`config.mk`:
```
export PLATFORM = sky130hd
export DESIGN_NAME = bresenham_circle_rasterizer
export DESIGN_NICKNAME = d
export VERILOG_FILES = /design/src/sv/bcr_pkg.sv /design/src/sv/bresenham_circle_rasterizer.sv /design/src/sv/bcr_queue.sv /design/src/sv/bcr_front.sv /design/src/sv/bcr_back.sv
export SDC_FILE = /design/constraint.sdc
export NUM_CORES = 1
export LEC_CHECK = 0
export BUFFER_PORTS_ARGS = -buffer_cell sky130_fd_sc_hd__buf_2
export CORE_UTILIZATION = 50
export CTS_BUF_LIST = sky130_fd_sc_hd__clkbuf_4 sky130_fd_sc_hd__clkbuf_8 sky130_fd_sc_hd__clkbuf_16
export CTS_CLUSTER_SIZE = 25
export DETAILED_ROUTE_END_ITERATION = 6
export GPL_TIMING_DRIVEN = 0
export PLACE_DENSITY = 0.69
export SETUP_SLACK_MARGIN = 0.2
export SYNTH_ARGS = -nofsm -noshare
export SYNTH_HDL_FRONTEND = slang
export SYNTH_SLANG_ARGS = --single-unit
```
`constraint.sdc`:
```
create_clock -name clk -period 4.6 [get_ports clk]
set_clock_uncertainty 0.05 [all_clocks]
set_input_delay 0.23 -clock clk [delete_from_list [all_inputs] [get_ports clk]]
set_output_delay 0.23 -clock clk [all_outputs]
set_load 0.02 [all_outputs]
```
`src/sv/bcr_pkg.sv`:
```
// Shared constants and types for the circle rasterizer.
// Used by every module of the block; depends on nothing else.
package bcr_pkg;

	// Fixed field widths of the configuration registers and results.
	localparam int CENTER_BITS = 12;
	localparam int RADIUS_BITS = 11;
	localparam int CFG_DATA_BITS = 12;
	localparam int CFG_INDEX_BITS = 2;
	localparam int PIX_BITS = 14;
	localparam int DEC_BITS = 16;

	// Configuration register indexes.
	localparam logic [CFG_INDEX_BITS-1:0] REG_CENTER_X = 2'd0;
	localparam logic [CFG_INDEX_BITS-1:0] REG_CENTER_Y = 2'd1;
	localparam logic [CFG_INDEX_BITS-1:0] REG_RADIUS = 2'd2;

	// Eight symmetric pixels per step, counted by a three-bit index.
	localparam int PIX_IDX_BITS = 3;
	localparam logic [PIX_IDX_BITS-1:0] LAST_PIX = 3'd7;

	// Decision value update constants.
	localparam logic [DEC_BITS-1:0] DEC_INIT = 16'd3;
	localparam logic [DEC_BITS-1:0] DEC_INC_KEEP = 16'd6;
	localparam logic [DEC_BITS-1:0] DEC_INC_STEP = 16'd10;

	// Step queue between the front and back parts.
	localparam int QUEUE_DEPTH = 2;
	localparam int QUEUE_PTR_BITS = 1;
	localparam int QUEUE_CNT_BITS = 2;

	typedef logic [CENTER_BITS-1:0] center_t;
	typedef logic [RADIUS_BITS-1:0] radius_t;
	typedef logic signed [PIX_BITS-1:0] pix_t;
	typedef logic signed [DEC_BITS-1:0] dec_t;

endpackage

```
`src/sv/bresenham_circle_rasterizer.sv`:
```
// Bresenham circle rasterizer: each step request yields eight symmetric pixels.
// A step goes through the step queue, a step register and the output register.
// The output gives one pixel a cycle while out_ready does not stall it.
// The two-entry step queue lets requests be taken while earlier pixels drain.
// Reset clears the centre, radius and octant point and marks the circle finished,
// so steps without restart emit nothing until a restart request arrives.
module bresenham_circle_rasterizer #(
	parameter int COORD_BITS = 12
) (
	input  logic                                 clk,
	input  logic                                 arst_n,
	input  logic                                 cfg_we,
	input  logic [bcr_pkg::CFG_INDEX_BITS-1:0]   cfg_index,
	input  logic [bcr_pkg::CFG_DATA_BITS-1:0]    cfg_data,
	input  logic                                 in_valid,
	output logic                                 in_ready,
	input  logic                                 restart,
	output logic                                 out_valid,
	input  logic                                 out_ready,
	output bcr_pkg::pix_t                        pixel_x,
	output bcr_pkg::pix_t                        pixel_y,
	output logic                                 color,
	output logic                                 last,
	output logic                                 done_res
);

	localparam int ENTRY_BITS = 2 * COORD_BITS + 1;

	bcr_pkg::center_t center_x_q;
	bcr_pkg::center_t center_y_q;
	bcr_pkg::radius_t radius_q;

	logic                  push;
	logic [ENTRY_BITS-1:0] push_data;
	logic                  full;
	logic                  pop;
	logic                  empty;
	logic [ENTRY_BITS-1:0] pop_data;

	// Configuration registers; unknown indexes are ignored.
	always_ff @(posedge clk or negedge arst_n) begin
		if (!arst_n) begin
			center_x_q <= '0;
			center_y_q <= '0;
			radius_q <= '0;
		end else if (cfg_we) begin
			case (cfg_index)
				bcr_pkg::REG_CENTER_X: center_x_q <= cfg_data;
				bcr_pkg::REG_CENTER_Y: center_y_q <= cfg_data;
				bcr_pkg::REG_RADIUS:   radius_q <= cfg_data[bcr_pkg::RADIUS_BITS-1:0];
				default: ;
			endcase
		end
	end

	bcr_front #(
		.COORD_BITS(COORD_BITS)
	) u_front (
		.clk       (clk),
		.arst_n    (arst_n),
		.in_valid  (in_valid),
		.in_ready  (in_ready),
		.restart   (restart),
		.radius    (radius_q),
		.full      (full),
		.push      (push),
		.push_data (push_data)
	);

	bcr_queue #(
		.WIDTH(ENTRY_BITS)
	) u_queue (
		.clk       (clk),
		.arst_n    (arst_n),
		.push      (push),
		.push_data (push_data),
		.full      (full),
		.pop       (pop),
		.empty     (empty),
		.pop_data  (pop_data)
	);

	bcr_back #(
		.COORD_BITS(COORD_BITS)
	) u_back (
		.clk       (clk),
		.arst_n    (arst_n),
		.empty     (empty),
		.pop_data  (pop_data),
		.pop       (pop),
		.center_x  (center_x_q),
		.center_y  (center_y_q),
		.out_valid (out_valid),
		.out_ready (out_ready),
		.pixel_x   (pixel_x),
		.pixel_y   (pixel_y),
		.color     (color),
		.last      (last),
		.done_res  (done_res)
	);

endmodule

```
`src/sv/bcr_queue.sv`:
```
// Two-entry step queue between the front and back parts.
// Depends on bcr_pkg for the depth and pointer widths.
module bcr_queue #(
	parameter int WIDTH = 25
) (
	input  logic             clk,
	input  logic             arst_n,
	input  logic             push,
	input  logic [WIDTH-1:0] push_data,
	output logic             full,
	input  logic             pop,
	output logic             empty,
	output logic [WIDTH-1:0] pop_data
);

	logic [WIDTH-1:0] entry_q [bcr_pkg::QUEUE_DEPTH];
	logic [bcr_pkg::QUEUE_PTR_BITS-1:0] wr_ptr_q;
	logic [bcr_pkg::QUEUE_PTR_BITS-1:0] rd_ptr_q;
	logic [bcr_pkg::QUEUE_CNT_BITS-1:0] count_q;

	// Status flags and the head entry.
	assign full = (count_q == bcr_pkg::QUEUE_CNT_BITS'(bcr_pkg::QUEUE_DEPTH));
	assign empty = (count_q == '0);
	assign pop_data = entry_q[rd_ptr_q];

	// Storage needs no reset.
	always_ff @(posedge clk) begin
		if (push) begin
			entry_q[wr_ptr_q] <= push_data;
		end
	end

	// Pointers and fill count.
	always_ff @(posedge clk or negedge arst_n) begin
		if (!arst_n) begin
			wr_ptr_q <= '0;
			rd_ptr_q <= '0;
			count_q <= '0;
		end else begin
			if (push) begin
				wr_ptr_q <= wr_ptr_q + 1'b1;
			end
			if (pop) begin
				rd_ptr_q <= rd_ptr_q + 1'b1;
			end
			if (push && !pop) begin
				count_q <= count_q + 1'b1;
			end else if (pop && !push) begin
				count_q <= count_q - 1'b1;
			end
		end
	end

endmodule

```
`src/sv/bcr_front.sv`:
```
// Front part: accepts step requests, keeps the octant point and decision value,
// and queues one entry for each step that emits. Depends on bcr_pkg.
module bcr_front #(
	parameter int COORD_BITS = 12
) (
	input  logic                    clk,
	input  logic                    arst_n,
	input  logic                    in_valid,
	output logic                    in_ready,
	input  logic                    restart,
	input  bcr_pkg::radius_t        radius,
	input  logic                    full,
	output logic                    push,
	output logic [2*COORD_BITS:0]   push_data
);

	logic [COORD_BITS-1:0] octant_p_q;
	logic [COORD_BITS-1:0] octant_q_q;
	bcr_pkg::dec_t         decision_q;
	logic                  finished_q;

	logic                  accept;
	logic [31:0]           radius_w;
	logic [COORD_BITS-1:0] p_eff;
	logic [COORD_BITS-1:0] q_eff;
	bcr_pkg::dec_t         d_eff;
	logic                  fin_eff;
	logic [31:0]           p_w;
	logic [31:0]           q_w;
	logic [bcr_pkg::DEC_BITS-1:0] p16;
	logic [bcr_pkg::DEC_BITS-1:0] diff16;
	logic                  step_q;
	bcr_pkg::dec_t         d_next;
	logic [COORD_BITS-1:0] q_next;
	logic [COORD_BITS:0]   np;
	logic signed [COORD_BITS+1:0] np_s;
	logic signed [COORD_BITS+1:0] nq_s;
	logic                  done;

	assign in_ready = !full;
	assign accept = in_valid && in_ready;

	// A restart reloads the point and decision value before the step runs.
	always_comb begin
		radius_w = 32'(radius);
		if (restart) begin
			p_eff = '0;
			q_eff = radius_w[COORD_BITS-1:0];
			d_eff = bcr_pkg::DEC_INIT - {radius_w[bcr_pkg::DEC_BITS-2:0], 1'b0};
			fin_eff = 1'b0;
		end else begin
			p_eff = octant_p_q;
			q_eff = octant_q_q;
			d_eff = decision_q;
			fin_eff = finished_q;
		end
	end

	// Decision update, next point and the end-of-circle test on true values.
	always_comb begin
		p_w = 32'(p_eff);
		q_w = 32'(q_eff);
		p16 = p_w[bcr_pkg::DEC_BITS-1:0];
		diff16 = p16 - q_w[bcr_pkg::DEC_BITS-1:0];
		step_q = (d_eff > 0);
		if (step_q) begin
			d_next = d_eff + {diff16[bcr_pkg::DEC_BITS-3:0], 2'b00} + bcr_pkg::DEC_INC_STEP;
			q_next = q_eff - 1'b1;
		end else begin
			d_next = d_eff + {p16[bcr_pkg::DEC_BITS-3:0], 2'b00} + bcr_pkg::DEC_INC_KEEP;
			q_next = q_eff;
		end
		np = {1'b0, p_eff} + 1'b1;
		np_s = signed'({1'b0, np});
		nq_s = signed'({2'b00, q_eff}) - signed'((COORD_BITS+2)'(step_q));
		done = !(np_s < nq_s);
	end

	// Queue entry: done flag, p, q.
	assign push = accept && !fin_eff;
	assign push_data = {done, p_eff, q_eff};

	// Octant state, updated by every step that emits.
	always_ff @(posedge clk or negedge arst_n) begin
		if (!arst_n) begin
			octant_p_q <= '0;
			octant_q_q <= '0;
			decision_q <= '0;
			finished_q <= 1'b1;
		end else if (push) begin
			octant_p_q <= np[COORD_BITS-1:0];
			octant_q_q <= q_next;
			decision_q <= d_next;
			finished_q <= done;
		end
	end

endmodule

```
`src/sv/bcr_back.sv`:
```
// Back part: expands each queued step into its eight symmetric pixels,
// one per cycle while out_ready does not stall, through an output register. Depends on bcr_pkg.
module bcr_back #(
	parameter int COORD_BITS = 12
) (
	input  logic                  clk,
	input  logic                  arst_n,
	input  logic                  empty,
	input  logic [2*COORD_BITS:0] pop_data,
	output logic                  pop,
	input  bcr_pkg::center_t      center_x,
	input  bcr_pkg::center_t      center_y,
	output logic                  out_valid,
	input  logic                  out_ready,
	output bcr_pkg::pix_t         pixel_x,
	output bcr_pkg::pix_t         pixel_y,
	output logic                  color,
	output logic                  last,
	output logic                  done_res
);

	logic                  cur_valid_q;
	logic [COORD_BITS-1:0] cur_p_q;
	logic [COORD_BITS-1:0] cur_q_q;
	logic                  cur_done_q;
	logic [bcr_pkg::PIX_IDX_BITS-1:0] idx_q;

	logic                  out_valid_q;
	bcr_pkg::pix_t         pixel_x_q;
	bcr_pkg::pix_t         pixel_y_q;
	logic                  color_q;
	logic                  last_q;
	logic                  done_q;

	logic                  advance;
	logic                  load_cur;
	logic [31:0]           p_w;
	logic [31:0]           q_w;
	bcr_pkg::pix_t         p14;
	bcr_pkg::pix_t         q14;
	bcr_pkg::pix_t         cx14;
	bcr_pkg::pix_t         cy14;
	logic                  swap;
	logic                  neg_x;
	logic                  neg_y;
	bcr_pkg::pix_t         op_x;
	bcr_pkg::pix_t         op_y;
	bcr_pkg::pix_t         pix_x;
	bcr_pkg::pix_t         pix_y;

	assign advance = !out_valid_q || out_ready;
	assign load_cur = !cur_valid_q ||
		(advance && (idx_q == bcr_pkg::LAST_PIX));
	assign pop = load_cur && !empty;

	// Pixel of the current index: octants swap p and q and flip signs.
	always_comb begin
		p_w = 32'(cur_p_q);
		q_w = 32'(cur_q_q);
		p14 = p_w[bcr_pkg::PIX_BITS-1:0];
		q14 = q_w[bcr_pkg::PIX_BITS-1:0];
		cx14 = bcr_pkg::PIX_BITS'(center_x);
		cy14 = bcr_pkg::PIX_BITS'(center_y);
		swap = idx_q[0] ^ idx_q[1];
		neg_x = idx_q[2];
		neg_y = idx_q[2] ^ idx_q[1];
		op_x = swap ? q14 : p14;
		op_y = swap ? p14 : q14;
		pix_x = neg_x ? (cx14 - op_x) : (cx14 + op_x);
		pix_y = neg_y ? (cy14 - op_y) : (cy14 + op_y);
	end

	// Current step and pixel index.
	always_ff @(posedge clk or negedge arst_n) begin
		if (!arst_n) begin
			cur_valid_q <= 1'b0;
			idx_q <= '0;
		end else begin
			if (advance && cur_valid_q) begin
				idx_q <= idx_q + 1'b1;
			end
			if (load_cur) begin
				cur_valid_q <= !empty;
			end
		end
	end

	always_ff @(posedge clk) begin
		if (pop) begin
			cur_done_q <= pop_data[2*COORD_BITS];
			cur_p_q <= pop_data[2*COORD_BITS-1:COORD_BITS];
			cur_q_q <= pop_data[COORD_BITS-1:0];
		end
	end

	// Output register.
	always_ff @(posedge clk or negedge arst_n) begin
		if (!arst_n) begin
			out_valid_q <= 1'b0;
		end else if (advance) begin
			out_valid_q <= cur_valid_q;
		end
	end

	always_ff @(posedge clk) begin
		if (advance && cur_valid_q) begin
			pixel_x_q <= pix_x;
			pixel_y_q <= pix_y;
			color_q <= idx_q[0];
			last_q <= (idx_q == bcr_pkg::LAST_PIX);
			done_q <= cur_done_q;
		end
	end

	assign out_valid = out_valid_q;
	assign pixel_x = pixel_x_q;
	assign pixel_y = pixel_y_q;
	assign color = color_q;
	assign last = last_q;
	assign done_res = done_q;

endmodule
```
==> metrics.md <==
| Metric | Value |
|---|---|
| Status | finished with violations |
| Failing checks | negative setup slack |
| Register share of total power | 25.5% |
| Drt first pass iters | 6 |
| GR Util All Layers | 23.5% |
| Area Growth Syn to Fin | 16.1% |
| Sw power | 4.77 mW |
| First-pass GRT wire length | 46900 um |
| Max Clock Freq | 214 MHz |
| Slew Limit Fails | 0 |
| Wirelength per Cell | 18.0 um |
| # setup viols final | 3 |
| Core region area | 0.0245 mm^2 |
| Avg Cell Area, Syn | 10.5 um^2 |
| Cell Area, Synth | 0.0125 mm^2 |
| Async S/R FF share, synth | 44.5% |
| Worst Setup SP | radius_q[2]$_DFFE_PN0P_ |
| H-tree levels | 4 |
| CP Launch Type | register |
| FP Rows | 57 |
| Top FF cell, synth | edfxtp_1 |
| Measured slew at the worst slew-check pin | 1.22 ns |
| DP HPWL | 21900 um |
| Slew headroom | 18.4% |
| CTS buffer count | 17 |
| Largest net degree at the start of global routing | 52 |
| Crit path DAT | 5.00 ns |
| CTS sink cnt | 191 |
| CTS tree | built |
| Worst Hold Class | in -> reg |
| Antenna violations before repair | 0 |
| Setup WS post-layout | -0.0779 ns |
| Grt ovf | 0 |
| Sequential element share of the synthesized area | 42.3% |
| Worst Path Required | 4.92 ns |
| WS Path Type | reg -> reg |
| Vias in the first global route | 9291 |
| Top Ports | 53 |
| Clk pwr share | 13.5% |
| 1st-iter DRT viols | 607 |
| Routed vias | 9129 |
| Antenna-violating nets left | 0 |
| Synth unique cells | 65 |
| Syn. warnings | 0 |
| Leak | 6.25 nW |
| Max VDD drop | 0.475 mV |
| Int Pwr | 6.33 mW |
| Fin crit period | 4.68 ns |
| Sw Share | 43.0% |
| Initial Utilization | 51.3% |
| Dpl ws | -0.811 ns |
| Die area | 0.0257 mm^2 |
| Worst r2r src | radius_q[2]$_DFFE_PN0P_ |
| Crit end category | register |
| Total Routed Length | 29200 um |
| Die Wd | 160 um |
| DRC Markers | 0 |
| Post-Syn Instances | 1189 |
| Worst-path fanout max | 5 |
| RSZ-0062 raised after global routing | yes |
| Comb power frac | 60.9% |
| Ratio of cells with drive above 1 in the final layout | 22.6% |
| CTS clk-pin slew, worst paths | 0.08 ns |
| Port Buffers | 51 |
| Longest Clk Path Bufs | 2 |
| Final Util | 59.5% |
| Nets | 1446 |
| Avg Vias per Cell | 5.61 |
| MaxCap Viol Count | 0 |
| Antenna cell count | 0 |
| Pwr/cell area | 762 mW/mm^2 |
| Syn Nets | 1346 |
| Final hold vios | 0 |
| Tcrit/Tclk final | 102% |
| Number of flops mapped to enable cells by yosys | 106 |
| Skew-Pair Late Insertion Delay | 0.45 ns |
| GP Congestion | 0.950 |
| Hold_sp | cfg_data[1] |
| Die Span Y | 160 um |
| Root buf cell | clkbuf_16 |
| #FFs+latches synth | 191 |
layer usage:
layer | wire (um) | up-vias | global-route usage, %
met5 | 0 | - | 0
met4 | 976 | 0 | 9.96
met3 | 1070 | 63 | 3.28
met2 | 14500 | 225 | 41.3
met1 | 12600 | 4359 | 28.7
li1 | - | 4482 | -
stage by stage:
| step | setup TNS [ns] | instances | area, um^2 | hold slack (ns) | power, mW |
|---|---|---|---|---|---|
| final | -0.123 | 1626 | 14600 | 0.0200 | 11.1 |
| after global routing | -0.464 | 1626 | 14600 | 0.0134 | 12.0 |
| after CTS | 0 | 1619 | 14300 | 0.00769 | 10.8 |
| after detailed placement | -4.19 | 1566 | 13400 | 0.199 | 9.03 |
| after global placement | -3.97 | 1564 | 13300 | 0.370 | 8.87 |
| after floorplan | 0 | 1189 | 12700 | -0.116 | 7.60 |
cell usage in the layout (no fill, tap or decap), types with 14 or more instances in the layout:
master	count
clkbuf_1	18
edfxtp_1	106
mux2_2	91
buf_4	28
mux2i_1	17
xnor2_1	57
o21bai_1	15
a21oi_1	53
buf_2	50
o21ai_0	48
ha_1	121
clkbuf_16	17
nand2_1	87
nor2_1	73
nor3_1	34
nor2b_1	20
nand3_1	16
inv_1	84
dfrtp_1	78
and3_1	14
xor2_1	23
critical path, cell delays in order, from the launching register on:
cell and delay [ns]:
dfrtp_2 0.46, inv_2 0.08, ha_4 0.13, or3b_4 0.43, or3_4 0.38, a31o_4 0.23, or2_4 0.24, o41ai_4 0.34
inv_2 0.13, ha_4 0.20, ha_4 0.17, nand2_4 0.09, nor2_4 0.04, xnor2_2 0.13, ha_2 0.17, a21o_1 0.16
a21o_1 0.20, a21oi_2 0.17, nor2_2 0.07, a2111oi_4 0.24, o311ai_4 0.22, a22o_1 0.28
power by group through the flow:
stage / registers (mW) / logic (mW) / clock network (mW)
2_1_floorplan: 2.98 / 4.63 / 0
3_3_place_gp: 2.84 / 6.02 / 0
3_5_place_dp: 2.86 / 6.17 / 0
4_1_cts: 2.83 / 6.45 / 1.52
5_1_grt: 2.90 / 7.46 / 1.59
6_report: 2.83 / 6.76 / 1.50
final cells by class:
cell class	count	area (um^2)
fill	2026	9900
multi-input combinational	876	7180
sequential	191	5320
clock inverter	14	156
timing repair buffer	81	515
clock buffer	18	433
buffer	32	220
inverter	90	338
tap	324	405
what timing repair did:
item	in CTS	in global routing
endpoints found under the setup margin	12	9
setup buffers	19	7
pin swaps	12	18
hold endpoints to repair	35	0
hold buffers	2	0
gates resized for setup	49	33
state kept, by name, summed over array words and instances (netlist names), 2 cells and up:
register and cells:
u_front.octant_p_q 12, u_back.cur_q_q 12, u_back.cur_p_q 12, u_back.idx_q 3
u_queue.entry_q 50, u_queue.count_q 2, u_front.octant_q_q 12, center_y_q 12
u_back.pixel_y 14, u_back.pixel_x 14, center_x_q 12, radius_q 11
u_front.decision_q 16
cell usage after synthesis (5+ instances only):
library cell	count	area [um^2]
o21a_1	10	75.1
nor3_1	36	180
nand2_1	88	330
a31oi_1	9	56.3
buf_1	6	22.5
fa_1	7	140
mux2_2	91	1020
clkbuf_1	22	82.6
o211ai_1	7	52.6
xor2_1	23	201
or2_2	5	31.3
o21bai_1	15	113
a21oi_1	60	300
nor2b_1	24	150
ha_1	130	1630
nand4_1	8	50.1
a21o_1	12	90.1
or3_1	9	56.3
o21ai_0	53	265
nand2b_1	11	68.8
o31a_1	5	43.8
mux2i_1	20	200
nand3_1	17	85.1
o31ai_1	8	60.1
edfxtp_1	106	3180
a211oi_1	12	90.1
nor4_1	8	50.1
dfrtp_1	84	2100
inv_1	87	327
xnor2_1	61	534
and3_1	14	87.6
o21ai_1	5	25.0
nor2_1	77	289
worst paths after layout:
kind / endpoint / slack [ns] / cells past startpoint
min in group asynchronous: u_front.decision_q[2]$_DFFE_PN0P_ / 0.25 / 2
max: u_front.finished_q$_DFFE_PN1P_ / -0.08 / 21
max in group asynchronous: radius_q[8]$_DFFE_PN0P_ / 3.57 / 3
max reg2reg: u_front.finished_q$_DFFE_PN1P_ / -0.08 / 21
min: center_y_q[1]$_DFFE_PN0P_ / 0.02 / 2
min reg2reg: u_back.done_res$_DFFE_PP_ / 0.38 / 0
kinds of logic (layout without fill, tap and decap cells):
logic type      count (synthesis)  count (layout)  share of synthesized area [%]
flops                         191             191                           42.3
compound gates                228             228                           11.7
buf+inv                       122             235                           3.81
simple gates                  315             315                           12.2
fa+ha+maj                     137             137                           14.1
xor+xnor                       85              85                           6.06
mux                           111             111                           9.77
Power figures use the tool's default switching activity.
